==> src/rtl/phf_pkg.sv <==
package phf_pkg;

  localparam int RAW_W     = 12;
  localparam int PCT_W     = 7;
  localparam int SECS_W    = 11;
  localparam int RUN_W     = 20;
  localparam int SMP_W     = 16;
  localparam int CFG_IDX_W = 3;
  localparam int CFG_DAT_W = 20;

  localparam int PCT_NUM_W = 19;
  localparam int MS_DIV_W  = 10;

  localparam logic [PCT_W-1:0]    PCT_MAX   = 7'd100;
  localparam logic [MS_DIV_W-1:0] MS_PER_S  = 10'd1000;
  localparam logic [RUN_W-1:0]    RUN_SAT   = '1;
  localparam logic [SMP_W-1:0]    SMP_SAT   = '1;

  localparam logic [RUN_W-1:0] RST_RUN_LIMIT = 20'd15000;
  localparam logic [RUN_W-1:0] RST_COOLDOWN  = 20'd30000;
  localparam logic [SMP_W-1:0] RST_INTERVAL  = 16'd2000;
  localparam logic [PCT_W-1:0] RST_LOW_THR   = 7'd60;
  localparam logic [PCT_W-1:0] RST_HIGH_THR  = 7'd80;
  localparam logic [RAW_W-1:0] RST_DRY_RAW   = 12'd4095;
  localparam logic [RAW_W-1:0] RST_WET_RAW   = 12'd1500;

  typedef enum logic [CFG_IDX_W-1:0] {
    REG_RUN_LIMIT = 3'd0,
    REG_COOLDOWN  = 3'd1,
    REG_INTERVAL  = 3'd2,
    REG_LOW_THR   = 3'd3,
    REG_HIGH_THR  = 3'd4,
    REG_DRY_RAW   = 3'd5,
    REG_WET_RAW   = 3'd6
  } reg_idx_e;

  typedef enum logic [3:0] {
    S_IDLE = 4'b0001,
    S_LOAD = 4'b0010,
    S_CALC = 4'b0100,
    S_DONE = 4'b1000
  } state_e;

  typedef struct packed {
    logic [RAW_W-1:0] moisture_raw;
    logic             climate_ok;
  } in_beat_t;

  typedef struct packed {
    logic              pump_on;
    logic              lockout;
    logic [PCT_W-1:0]  moisture_percent;
    logic              sample_taken;
    logic [SECS_W-1:0] cooldown_seconds;
  } out_beat_t;

  typedef struct packed {
    logic [CFG_IDX_W-1:0] index;
    logic [CFG_DAT_W-1:0] data;
  } cfg_beat_t;

endpackage

==> src/rtl/phf_stream_if.sv <==
interface phf_stream_if #(
  parameter type T = logic
) ();
  logic valid;
  logic ready;
  T     data;

  modport source (output valid, output data, input ready);
  modport sink   (input valid, input data, output ready);
endinterface

==> src/rtl/phf_sdiv.sv <==
module phf_sdiv #(
  parameter int NW = 20,
  parameter int DW = 10
) (
  input  logic          clk_i,
  input  logic          rst_ni,
  input  logic          start_i,
  input  logic [NW-1:0] num_i,
  input  logic [DW-1:0] den_i,
  output logic          busy_o,
  output logic [NW-1:0] quo_o
);

  localparam int CW = $clog2(NW + 1);

  logic [NW-1:0] sh_q;
  logic [DW-1:0] rem_q;
  logic [DW-1:0] den_q;
  logic [CW-1:0] cnt_q;
  logic          busy_q;

  logic [DW:0]   trial;
  logic          fits;
  logic [DW:0]   diff;

  assign trial = {rem_q, sh_q[NW-1]};
  assign fits  = trial >= {1'b0, den_q};
  assign diff  = trial - {1'b0, den_q};

  always_ff @(posedge clk_i or negedge rst_ni) begin
    if (!rst_ni) begin
      busy_q <= 1'b0;
      cnt_q  <= '0;
    end else if (start_i) begin
      busy_q <= 1'b1;
      cnt_q  <= CW'(NW);
    end else if (busy_q) begin
      cnt_q <= cnt_q - 1'b1;
      if (cnt_q == CW'(1)) begin
        busy_q <= 1'b0;
      end
    end
  end

  always_ff @(posedge clk_i) begin
    if (start_i) begin
      sh_q  <= num_i;
      rem_q <= '0;
      den_q <= den_i;
    end else if (busy_q) begin
      sh_q  <= {sh_q[NW-2:0], fits};
      rem_q <= fits ? diff[DW-1:0] : trial[DW-1:0];
    end
  end

  assign busy_o = busy_q;
  assign quo_o  = sh_q;

endmodule

==> src/rtl/pump_hysteresis_failsafe.sv <==
// Each input beat is taken in S_IDLE; S_LOAD starts the bit-serial dividers
// and S_CALC waits on them (20 steps for the lockout seconds, 19 for the
// moisture percent, in parallel); S_DONE commits once the output is free.
// The result register holds a finished beat while the next tick is worked on.
// Reset (rst_ni low, asynchronous): pump off, no lockout, counters and
// percent zero, configuration registers back to their default values.
module pump_hysteresis_failsafe
  import phf_pkg::*;
(
  input  logic         clk_i,
  input  logic         rst_ni,
  phf_stream_if.sink   in_i,
  phf_stream_if.source out_o,
  phf_stream_if.sink   cfg_i
);

  state_e state_q, state_d;

  logic [RUN_W-1:0] run_limit_q, cooldown_q;
  logic [SMP_W-1:0] interval_q;
  logic [PCT_W-1:0] low_thr_q, high_thr_q;
  logic [RAW_W-1:0] dry_raw_q, wet_raw_q;

  logic             pump_q, lock_q, eval_q, zero_q;
  logic [RUN_W-1:0] run_q, cool_q;
  logic [SMP_W-1:0] smp_q;
  logic [PCT_W-1:0] pct_q;
  logic [RAW_W-1:0] raw_q;

  out_beat_t out_q;
  logic      out_valid_q;

  in_beat_t  in_beat;
  cfg_beat_t cfg_beat;
  logic      in_fire, cfg_fire, commit;

  // tick front end
  logic [RUN_W-1:0] run_inc, cool_inc, cool_d;
  logic [SMP_W-1:0] smp_inc;
  logic             cut, pump_d, lock1, lock_d, due;

  // divider set-up
  logic signed [RAW_W:0] span, delta;
  logic [RAW_W-1:0]      abs_span, abs_delta;
  logic [PCT_NUM_W-1:0]  ext_delta, pct_num;
  logic [RUN_W-1:0]      secs_num;
  logic                  pct_zero;
  logic                  div_start;
  logic                  pct_busy, secs_busy;
  logic [PCT_NUM_W-1:0]  pct_quo;
  logic [RUN_W-1:0]      secs_quo;

  // commit
  logic [PCT_W-1:0] p;
  logic             pump_n, lock_n;
  logic [RUN_W-1:0] run_n;
  logic [PCT_W-1:0] pct_n;

  assign in_beat   = in_i.data;
  assign cfg_beat  = cfg_i.data;
  assign in_i.ready  = (state_q == S_IDLE);
  assign cfg_i.ready = 1'b1;
  assign in_fire   = in_i.valid && in_i.ready;
  assign cfg_fire  = cfg_i.valid;
  assign div_start = (state_q == S_LOAD);
  assign commit    = (state_q == S_DONE) && (!out_valid_q || out_o.ready);

  assign out_o.valid = out_valid_q;
  assign out_o.data  = out_q;

  always_comb begin
    run_inc  = (pump_q && run_q != RUN_SAT) ? run_q + 1'b1 : run_q;
    cool_inc = (lock_q && cool_q != RUN_SAT) ? cool_q + 1'b1 : cool_q;
    smp_inc  = (smp_q != SMP_SAT) ? smp_q + 1'b1 : smp_q;
    cut      = pump_q && (run_inc >= run_limit_q);
    pump_d   = pump_q && !cut;
    lock1    = lock_q || cut;
    cool_d   = cut ? '0 : cool_inc;
    lock_d   = lock1 && !(cool_d >= cooldown_q);
    due      = smp_inc >= interval_q;
  end

  always_comb begin
    span      = $signed({1'b0, wet_raw_q}) - $signed({1'b0, dry_raw_q});
    delta     = $signed({1'b0, raw_q}) - $signed({1'b0, dry_raw_q});
    abs_span  = span[RAW_W] ? RAW_W'(-span) : span[RAW_W-1:0];
    abs_delta = delta[RAW_W] ? RAW_W'(-delta) : delta[RAW_W-1:0];
    pct_zero  = (span == '0) || (delta == '0) || (span[RAW_W] != delta[RAW_W]);
    ext_delta = PCT_NUM_W'(abs_delta);
    pct_num   = (ext_delta << 6) + (ext_delta << 5) + (ext_delta << 2);
    secs_num  = lock_q ? cooldown_q - cool_q : '0;
  end

  phf_sdiv #(.NW(PCT_NUM_W), .DW(RAW_W)) u_pct_div (
    .clk_i   (clk_i),
    .rst_ni  (rst_ni),
    .start_i (div_start),
    .num_i   (pct_num),
    .den_i   (abs_span),
    .busy_o  (pct_busy),
    .quo_o   (pct_quo)
  );

  phf_sdiv #(.NW(RUN_W), .DW(MS_DIV_W)) u_secs_div (
    .clk_i   (clk_i),
    .rst_ni  (rst_ni),
    .start_i (div_start),
    .num_i   (secs_num),
    .den_i   (MS_PER_S),
    .busy_o  (secs_busy),
    .quo_o   (secs_quo)
  );

  always_comb begin
    if (zero_q) begin
      p = '0;
    end else if (pct_quo > PCT_NUM_W'(PCT_MAX)) begin
      p = PCT_MAX;
    end else begin
      p = pct_quo[PCT_W-1:0];
    end
    pump_n = pump_q;
    lock_n = lock_q;
    run_n  = run_q;
    pct_n  = pct_q;
    if (eval_q) begin
      pct_n = p;
      if (p < low_thr_q) begin
        if (!lock_q && !pump_q) begin
          pump_n = 1'b1;
          run_n  = '0;
        end
      end else begin
        if (p > high_thr_q) begin
          pump_n = 1'b0;
        end
        lock_n = 1'b0;
      end
    end
  end

  always_comb begin
    state_d = state_q;
    case (state_q)
      S_IDLE: if (in_fire) state_d = S_LOAD;
      S_LOAD: state_d = S_CALC;
      S_CALC: if (!pct_busy && !secs_busy) state_d = S_DONE;
      S_DONE: if (commit) state_d = S_IDLE;
      default: state_d = S_IDLE;
    endcase
  end

  always_ff @(posedge clk_i or negedge rst_ni) begin
    if (!rst_ni) begin
      state_q     <= S_IDLE;
      out_valid_q <= 1'b0;
      pump_q      <= 1'b0;
      lock_q      <= 1'b0;
      run_q       <= '0;
      cool_q      <= '0;
      smp_q       <= '0;
      pct_q       <= '0;
      eval_q      <= 1'b0;
      run_limit_q <= RST_RUN_LIMIT;
      cooldown_q  <= RST_COOLDOWN;
      interval_q  <= RST_INTERVAL;
      low_thr_q   <= RST_LOW_THR;
      high_thr_q  <= RST_HIGH_THR;
      dry_raw_q   <= RST_DRY_RAW;
      wet_raw_q   <= RST_WET_RAW;
    end else begin
      state_q <= state_d;
      if (cfg_fire) begin
        case (cfg_beat.index)
          REG_RUN_LIMIT: run_limit_q <= cfg_beat.data;
          REG_COOLDOWN:  cooldown_q  <= cfg_beat.data;
          REG_INTERVAL:  interval_q  <= cfg_beat.data[SMP_W-1:0];
          REG_LOW_THR:   low_thr_q   <= cfg_beat.data[PCT_W-1:0];
          REG_HIGH_THR:  high_thr_q  <= cfg_beat.data[PCT_W-1:0];
          REG_DRY_RAW:   dry_raw_q   <= cfg_beat.data[RAW_W-1:0];
          REG_WET_RAW:   wet_raw_q   <= cfg_beat.data[RAW_W-1:0];
          default: ;
        endcase
      end
      if (in_fire) begin
        pump_q <= pump_d;
        lock_q <= lock_d;
        run_q  <= run_inc;
        cool_q <= cool_d;
        smp_q  <= due ? '0 : smp_inc;
        eval_q <= due && in_beat.climate_ok;
      end
      if (commit) begin
        pump_q <= pump_n;
        lock_q <= lock_n;
        run_q  <= run_n;
        pct_q  <= pct_n;
      end
      if (commit) begin
        out_valid_q <= 1'b1;
      end else if (out_o.ready) begin
        out_valid_q <= 1'b0;
      end
    end
  end

  always_ff @(posedge clk_i) begin
    if (in_fire) begin
      raw_q <= in_beat.moisture_raw;
    end
    if (div_start) begin
      zero_q <= pct_zero;
    end
    if (commit) begin
      out_q.pump_on          <= pump_n;
      out_q.lockout          <= lock_n;
      out_q.moisture_percent <= pct_n;
      out_q.sample_taken     <= eval_q;
      out_q.cooldown_seconds <= lock_n ? secs_quo[SECS_W-1:0] : '0;
    end
  end

endmodule

==> src/flat_wrapper.sv <==
// flat-port wrapper written by rule: the top's interface ports become plain ports
module pump_hysteresis_failsafe_flat import phf_pkg::*;
  (clk_i, rst_ni, in_i_valid, in_i_data, in_i_ready, out_o_valid, out_o_data, out_o_ready, cfg_i_valid, cfg_i_data, cfg_i_ready);
  phf_stream_if in_i_i ();
  phf_stream_if out_o_i ();
  phf_stream_if cfg_i_i ();
  input  logic clk_i;
  input  logic rst_ni;
  input wire logic [$bits(in_i_i.valid)-1:0] in_i_valid;
  input wire logic [$bits(in_i_i.data)-1:0] in_i_data;
  output wire logic [$bits(in_i_i.ready)-1:0] in_i_ready;
  output wire logic [$bits(out_o_i.valid)-1:0] out_o_valid;
  output wire logic [$bits(out_o_i.data)-1:0] out_o_data;
  input wire logic [$bits(out_o_i.ready)-1:0] out_o_ready;
  input wire logic [$bits(cfg_i_i.valid)-1:0] cfg_i_valid;
  input wire logic [$bits(cfg_i_i.data)-1:0] cfg_i_data;
  output wire logic [$bits(cfg_i_i.ready)-1:0] cfg_i_ready;
  assign in_i_i.valid = in_i_valid;
  assign in_i_i.data = in_i_data;
  assign in_i_ready = in_i_i.ready;
  assign out_o_valid = out_o_i.valid;
  assign out_o_data = out_o_i.data;
  assign out_o_i.ready = out_o_ready;
  assign cfg_i_i.valid = cfg_i_valid;
  assign cfg_i_i.data = cfg_i_data;
  assign cfg_i_ready = cfg_i_i.ready;
  pump_hysteresis_failsafe u_core (.clk_i(clk_i), .rst_ni(rst_ni), .in_i(in_i_i), .out_o(out_o_i), .cfg_i(cfg_i_i));
endmodule
==> config.mk <==
export PLATFORM = sky130hd
export DESIGN_NAME = pump_hysteresis_failsafe_flat
export DESIGN_NICKNAME = d
export VERILOG_FILES = /design/src/rtl/phf_pkg.sv /design/src/rtl/phf_stream_if.sv /design/src/rtl/phf_sdiv.sv /design/src/rtl/pump_hysteresis_failsafe.sv /design/src/flat_wrapper.sv
export SDC_FILE = /design/constraint.sdc
export NUM_CORES = 1
export LEC_CHECK = 0
export ABC_AREA = 1
export BUFFER_PORTS_ARGS = -buffer_cell sky130_fd_sc_hd__buf_2
export CORE_MARGIN = 1
export CORE_UTILIZATION = 30
export CTS_CLUSTER_DIAMETER = 60
export DETAILED_ROUTE_END_ITERATION = 7
export GPL_TIMING_DRIVEN = 0
export RECOVER_POWER = 100
export REMOVE_ABC_BUFFERS = 1
export SLEW_MARGIN = 20
export SYNTH_ARGS = -nofsm -noshare
export SYNTH_HDL_FRONTEND = slang
export SYNTH_SLANG_ARGS = --single-unit
==> constraint.sdc <==
create_clock -name clk_i -period 3.6 [get_ports clk_i]
set_clock_uncertainty 0.1 [all_clocks]
set_input_delay 0.54 -clock clk_i [delete_from_list [all_inputs] [get_ports clk_i]]
set_output_delay 0.54 -clock clk_i [all_outputs]
set_load 0.02 [all_outputs]
## Word level (Yosys, flattened, before mapping)

Index checks and enable logic that the tools add are counted.

- Reduce and logical (&&, ||, !) cells: 26
- Equality and inequality tests: 17
- Multiplexer cells: 43
- Add/subtract/negate cells: 8
- Order comparisons: 8

Operator list:

| cell | number |
|---|---|
| 20-bit 2-to-1 mux | 11 |
| 20-bit by 1-bit adder with 20-bit output (second input constant) | 2 |
| 20-bit inequality test (second input constant) | 2 |
| 16-bit 2-to-1 mux | 2 |
| 20-bit by 14-bit greater-or-equal comparator with 1-bit output | 1 |
| 20-bit by 15-bit greater-or-equal comparator with 1-bit output (second input constant) | 1 |
| 5-bit 2-to-1 mux | 4 |
| 15-bit by 20-bit subtractor with 20-bit output (first input constant) | 1 |
| 19-bit by 7-bit > comparator with 1-bit output (second input constant) | 1 |
| 19-bit 2-to-1 mux | 1 |
| 1-bit 2-to-1 mux | 18 |
| 16-bit by 1-bit adder with 16-bit output (second input constant) | 1 |
| 16-bit by 11-bit greater-or-equal comparator with 1-bit output (second input constant) | 1 |
| 16-bit inequality test (second input constant) | 1 |
| 4-bit case mux with 4 select lines | 1 |
| 13-bit by 12-bit greater-or-equal comparator with 1-bit output (second input constant) | 1 |
| 12-bit 2-to-1 mux | 1 |
| 4-bit 2-to-1 mux | 3 |
| 12-bit subtractor (second input constant) | 1 |
| 11-bit by 10-bit greater-or-equal comparator with 1-bit output (second input constant) | 1 |
| 5-bit by 1-bit equality test with 1-bit output (second input constant) | 2 |
| 1-bit logical AND | 10 |
| 10-bit 2-to-1 mux | 1 |
| 10-bit subtractor (second input constant) | 1 |
| other kinds (16) | 33 |

- Flip-flop bits (word level): 146
- Logic and storage cells: 120
- Output and inout port bits: 4

## Logic depth before layout (Yosys ltp)

- Word-level depth: 11
- Mapped depth: 30

## By module

Synthesis repeated with hierarchy kept, for this count alone.

- Cells, all modules: 1432
- Area total of the unflattened synthesis: 10591.4 µm²

By module, submodules not included:

| module | area an instance (µm²) | cells each | instances |
|---|---|---|---|
| pump_hysteresis_failsafe | 5182.5 | 764 | 1 |
| phf_sdiv at u_core.u_pct_div | 2861.5 | 361 | 1 |
| phf_sdiv at u_core.u_secs_div | 2547.4 | 307 | 1 |

## Least setup slack after synthesis

OpenSTA, ideal clock, no wires.

- Path kind: flip-flop to flip-flop
- Start point: register u_core.run_q[0]
- End point: register u_core.lock_q
- Cell stages (with the launch flop): 30
- Period minus slack after synthesis: 3215 ps
- Library setup time: 121 ps
- Buffers on the path: 3
- Path slack: 385 ps
- Data arrival time: 2994 ps
- Path through: dfrtp_1 -> ha_1 -> buf_2 -> inv_2 -> nor2_4 -> nand2_4 -> nor2_4 -> nand2_4 -> nand2_4 -> buf_8 -> nor2_1 -> nand3_1 -> xor2_1 -> inv_1 -> ha_1 -> nand2_1 -> inv_1 -> nand3_1 -> nand2_1 -> a21oi_2 -> nand2_1 -> nand2_1 -> nand3_2 -> nand2_4 -> buf_8 -> nand2_2 -> nor3_2 -> nand2_1 -> nand2_1 -> nand2_1

- Word-level cells in the longest chain between the ends: 11

Ends and longest elaborated chain:

| item | line | source |
|---|---|---|
| start, declared | pump_hysteresis_failsafe.sv:25 | `logic [RUN_W-1:0] run_q, cool_q;` |
| start signal, assigned | pump_hysteresis_failsafe.sv:188 | `run_q <= run_inc;` |
| start signal, assigned | pump_hysteresis_failsafe.sv:196 | `run_q <= run_n;` |
| branches (longest 2 deep; another with 20-bit by 1-bit adder with 20-bit output) | n/a |  |
| 20-bit 2-to-1 mux * | pump_hysteresis_failsafe.sv:72 | `run_inc = (pump_q && run_q != RUN_SAT) ? run_q + 1'b1 : run_q;` |
| 20-bit by 14-bit greater-or-equal comparator with 1-bit output * | pump_hysteresis_failsafe.sv:75 | `cut = pump_q && (run_inc >= run_limit_q);` |
| 1-bit logical AND * | pump_hysteresis_failsafe.sv:75 |  |
| 20-bit 2-to-1 mux | pump_hysteresis_failsafe.sv:78 | `cool_d = cut ? '0 : cool_inc;` |
| 20-bit by 15-bit greater-or-equal comparator with 1-bit output | pump_hysteresis_failsafe.sv:79 | `lock_d = lock1 && !(cool_d >= cooldown_q);` |
| 1-bit logical NOT | pump_hysteresis_failsafe.sv:79 |  |
| 1-bit logical AND * | pump_hysteresis_failsafe.sv:79 |  |
| 1-bit 2-to-1 mux * | pump_hysteresis_failsafe.sv:185 | `if (in_fire) begin` |
| 1-bit 2-to-1 mux * | pump_hysteresis_failsafe.sv:193 | `if (commit) begin` |
| end signal, assigned | pump_hysteresis_failsafe.sv:187 | `lock_q <= lock_d;` |
| end signal, assigned | pump_hysteresis_failsafe.sv:195 | `lock_q <= lock_n;` |
| end, declared | pump_hysteresis_failsafe.sv:24 | `logic pump_q, lock_q, eval_q, zero_q;` |

Mark *: on every way between the ends. The select of a mux whose other input is x is not followed.
A chain may end at the register's enable or synchronous reset.

## Worst setup path after layout

Same ends and word-level chain as after synthesis.

==> metrics.txt <==
status finished with violations; failing checks capacitance limit, slew limit; Initial Utilization 0.309; Compound-Gate Fraction of Synth Area 0.138; final wirelength approximately 19 mm; # IOs 11; crit path launch type register; biggest area consumer among synthesized cells dfrtp_1; EDFF count, synth 40; r2r worst-path depth 28; xor/xnor share of the synthesized area 0.0439; fin crit share 0.932; chip height 169 um; area of the multi-input gates 0.00403 mm^2; Cell Rows 60; clk root buf clkbuf_16; worst-margin pin slew between 2 and 3 ns; Reg area between 0.003 and 0.004 mm^2; fmax 298 MHz; CP delay by family, top simple AND/OR/NAND/NOR gates; post-synthesis mux area share 0.00134; port buffer count 9; Max Slew Vio Count 43; first-pass GRT wire length roughly 32 mm; Crit Path Category reg2reg; Die X about 170 um; GP Congestion just over 0.8; Pwr per Cell Area ~830 mW/mm^2; slew margin rel. -0.683; clock power share 0.241; Setup crit end kind register; top post-synthesis cells by count nand2_1 (215), inv_1 (174), nor2_1 (109), o21ai_0 (78), dfrtp_1 (76); vias in the first global route approximately 6,700; worst r2r dst u_core.lock_q; count of final setup violators 0; syn_area_per_cell 7.66 um^2; Reg2Reg Setup Slack about 0.24 ns; maximum clock insertion buffer count 2; largest family of logic cells by synthesized area simple AND/OR/NAND/NOR gates; Tot Pwr 7880 uW; placed cells roughly 1,400; DRT antenna net count 0; Worst path slowest cell dfrtp_2; ANT cells 0; Worst path most repeated cell nand2_1; Max FO, Critical Path 17; Worst-path clk slew roughly 0.06 ns; GRT Util Overall 0.139; Net Sw Frac 0.402; number of nets in the layout around 1,100; HP Class in2reg; Post-Synthesis Cells 1,095; asr flop ratio synth 0.557; Fillers around 2,800; drt first pass iters 5; Comb power frac 0.374; flops & latches, synth 140; largest net degree at the start of global routing 43; Syn. warnings 0; Worst-Skew Late Latency 0.43 ns; die area roughly 0.029 mm^2; register area share after synthesis 0.429; DR vias/cell slightly below 5; Hold WS 0.151 ns; drt initial violations roughly 490; reg2reg start u_core.run_q[0]; Lkg Pwr 0.00427 uW; CP Buf/Inv Count 3; Pint around 4700 uW; Post-Syn Area around 0.0084 mm^2; Sum Neg Setup Slack 0 ns; P_sw between 3000 and 4000 uW; CTS buffer count 17; WP depth 28; unrepaired setup endpoints after global routing yes; Period minus WS final 3.36 ns; crit path DAT roughly 3.6 ns; adder-cell share of the synthesized area 0.0268; register share of total power 0.384; critical path required time ~3.9 ns; H-Tree Depth 4; worst vdd ir 0.000292 V; post-synth cell types 58; Final Util 0.351; Final Hold Vio Count 0; Post-Layout Cell Count approximately 1,500; grt total ovfl 0; max cap viols 1; simple-gate portion of the synthesized area 0.261; synth top area cells dfrtp_1 (23%), edfxtp_1 (14%), nand2_1 (9.6%); Residual DRC 0; Yosys top cell area share 0.227; Top FF cell, synth dfrtp_1; DR vias around 7,100; Worst Setup SP u_core.run_q[0]; initial antenna violation count 0; top-count cell post-synth nand2_1; Routed wire per std cell approximately 13 um; layout cells sized above 1 0.0986; core region area about 0.027 mm^2; CTS tree yes; area grow syn2layout 13.8%; Detailed Place HPWL approximately 13 mm; CP max stage delay 0.42 ns; CTS sink count 140; critical path endpoint u_core.lock_q
cell usage in the layout, fill, tap and decap left out, drive strengths merged, types with 7 or more instances in the layout:
cell,netlist,layout
buf,9,12
nor2,116,116
inv,183,183
nand4,18,18
nand3,65,65
clkbuf,20,28
a21oi,41,41
dfxtp,22,22
nor4,10,10
nor3,30,30
xor2,35,35
o22ai,18,18
dfrtp,76,76
a22oi,7,7
ha,18,18
edfxtp,40,40
nand2,231,231
or2,11,11
o31ai,12,12
o21ai,88,88
xnor2,7,7
sequential cells by signal, indices dropped and copies added, names as in the netlist, 2 cells and up:
| name | count |
|---|---|
| u_core.smp_q | 16 |
| u_core.run_limit_q | 2 |
| u_core.u_pct_div.rem_q | 12 |
| u_core.cool_q | 20 |
| u_core.u_secs_div.rem_q | 10 |
| u_core.u_secs_div.cnt_q | 5 |
| u_core.state_q | 4 |
| u_core.run_q | 20 |
| u_core.u_pct_div.quo_o | 19 |
| u_core.u_pct_div.cnt_q | 5 |
| u_core.u_secs_div.quo_o | 20 |
power groups by stage:
stage / clock network [uW] / registers [uW] / logic, uW
final: 1900 / 3030 / 2950
after global routing: 1990 / 3140 / 3430
after CTS: 1940 / 3020 / 2930
after detailed placement: 0 / 3030 / 2900
after global placement: 0 / 3020 / 2790
after floorplan: 0 / 2880 / 2240
what timing repair did:
action	4_1_cts	5_1_grt
endpoints found under the setup margin	70	68
cloned	0	1
resized for setup	8	11
setup buffers	0	6
hold endpoints to repair	0	0
hold buffers	0	0
pin swaps	0	2
metrics by stage:
step | worst slack [ns] | area, um^2
global route | -0.0852 | 9540
detailed placement | -0.488 | 8810
floorplan | -0.484 | 8240
finish | 0.244 | 9540
global placement | -1.81 | 8750
CTS | 0.0286 | 9480
cells by family (layout without fill, tap and decap cells):
logic type | after synthesis | count (layout)
AND/OR/NAND/NOR | 486 | 486
buffers and inverters | 213 | 234
AO/OA/AOI/OAI | 194 | 194
flip-flops | 140 | 140
XOR/XNOR | 42 | 42
adder cells (fa/ha/maj) | 18 | 18
other | 1 | 1
multiplexers | 1 | 1
metal layers:
metal  share of wire  track usage  routed length [um]
met5               0            0                   0
met1            0.50        0.190                9510
met4           0.014       0.0474                 266
met3           0.027       0.0245                 504
met2            0.46        0.222                8650
area by class of cell:
type | count | share of cell area
clock buffer | 23 | 0.0524
clock inverter | 9 | 0.0138
inverter | 184 | 0.0729
multi-input combinational | 742 | 0.422
sequential | 140 | 0.377
tap | 372 | 0.0488
timing repair buffer | 17 | 0.0123
timing repair inverter | 1 | 0.000787
how the worst min path moves through the flow:
| stage | startpoint | end | slack, ns | cells after the start |
|---|---|---|---|---|
| after CTS | rst_ni | u_core.run_q[15] | 0.04 | 1 |
| after global placement | u_core.smp_q[15] | u_core.smp_q[15] | 0.35 | 2 |
| after global routing | cfg_i_valid | u_core.run_limit_q[12] | 0.14 | 2 |
| after detailed placement | u_core.smp_q[15] | u_core.smp_q[15] | 0.35 | 2 |
| after floorplan | rst_ni | u_core.cool_q[0] | 0.14 | 0 |
| final | cfg_i_valid | u_core.run_limit_q[12] | 0.15 | 2 |
(Power assumes the default switching activity.)
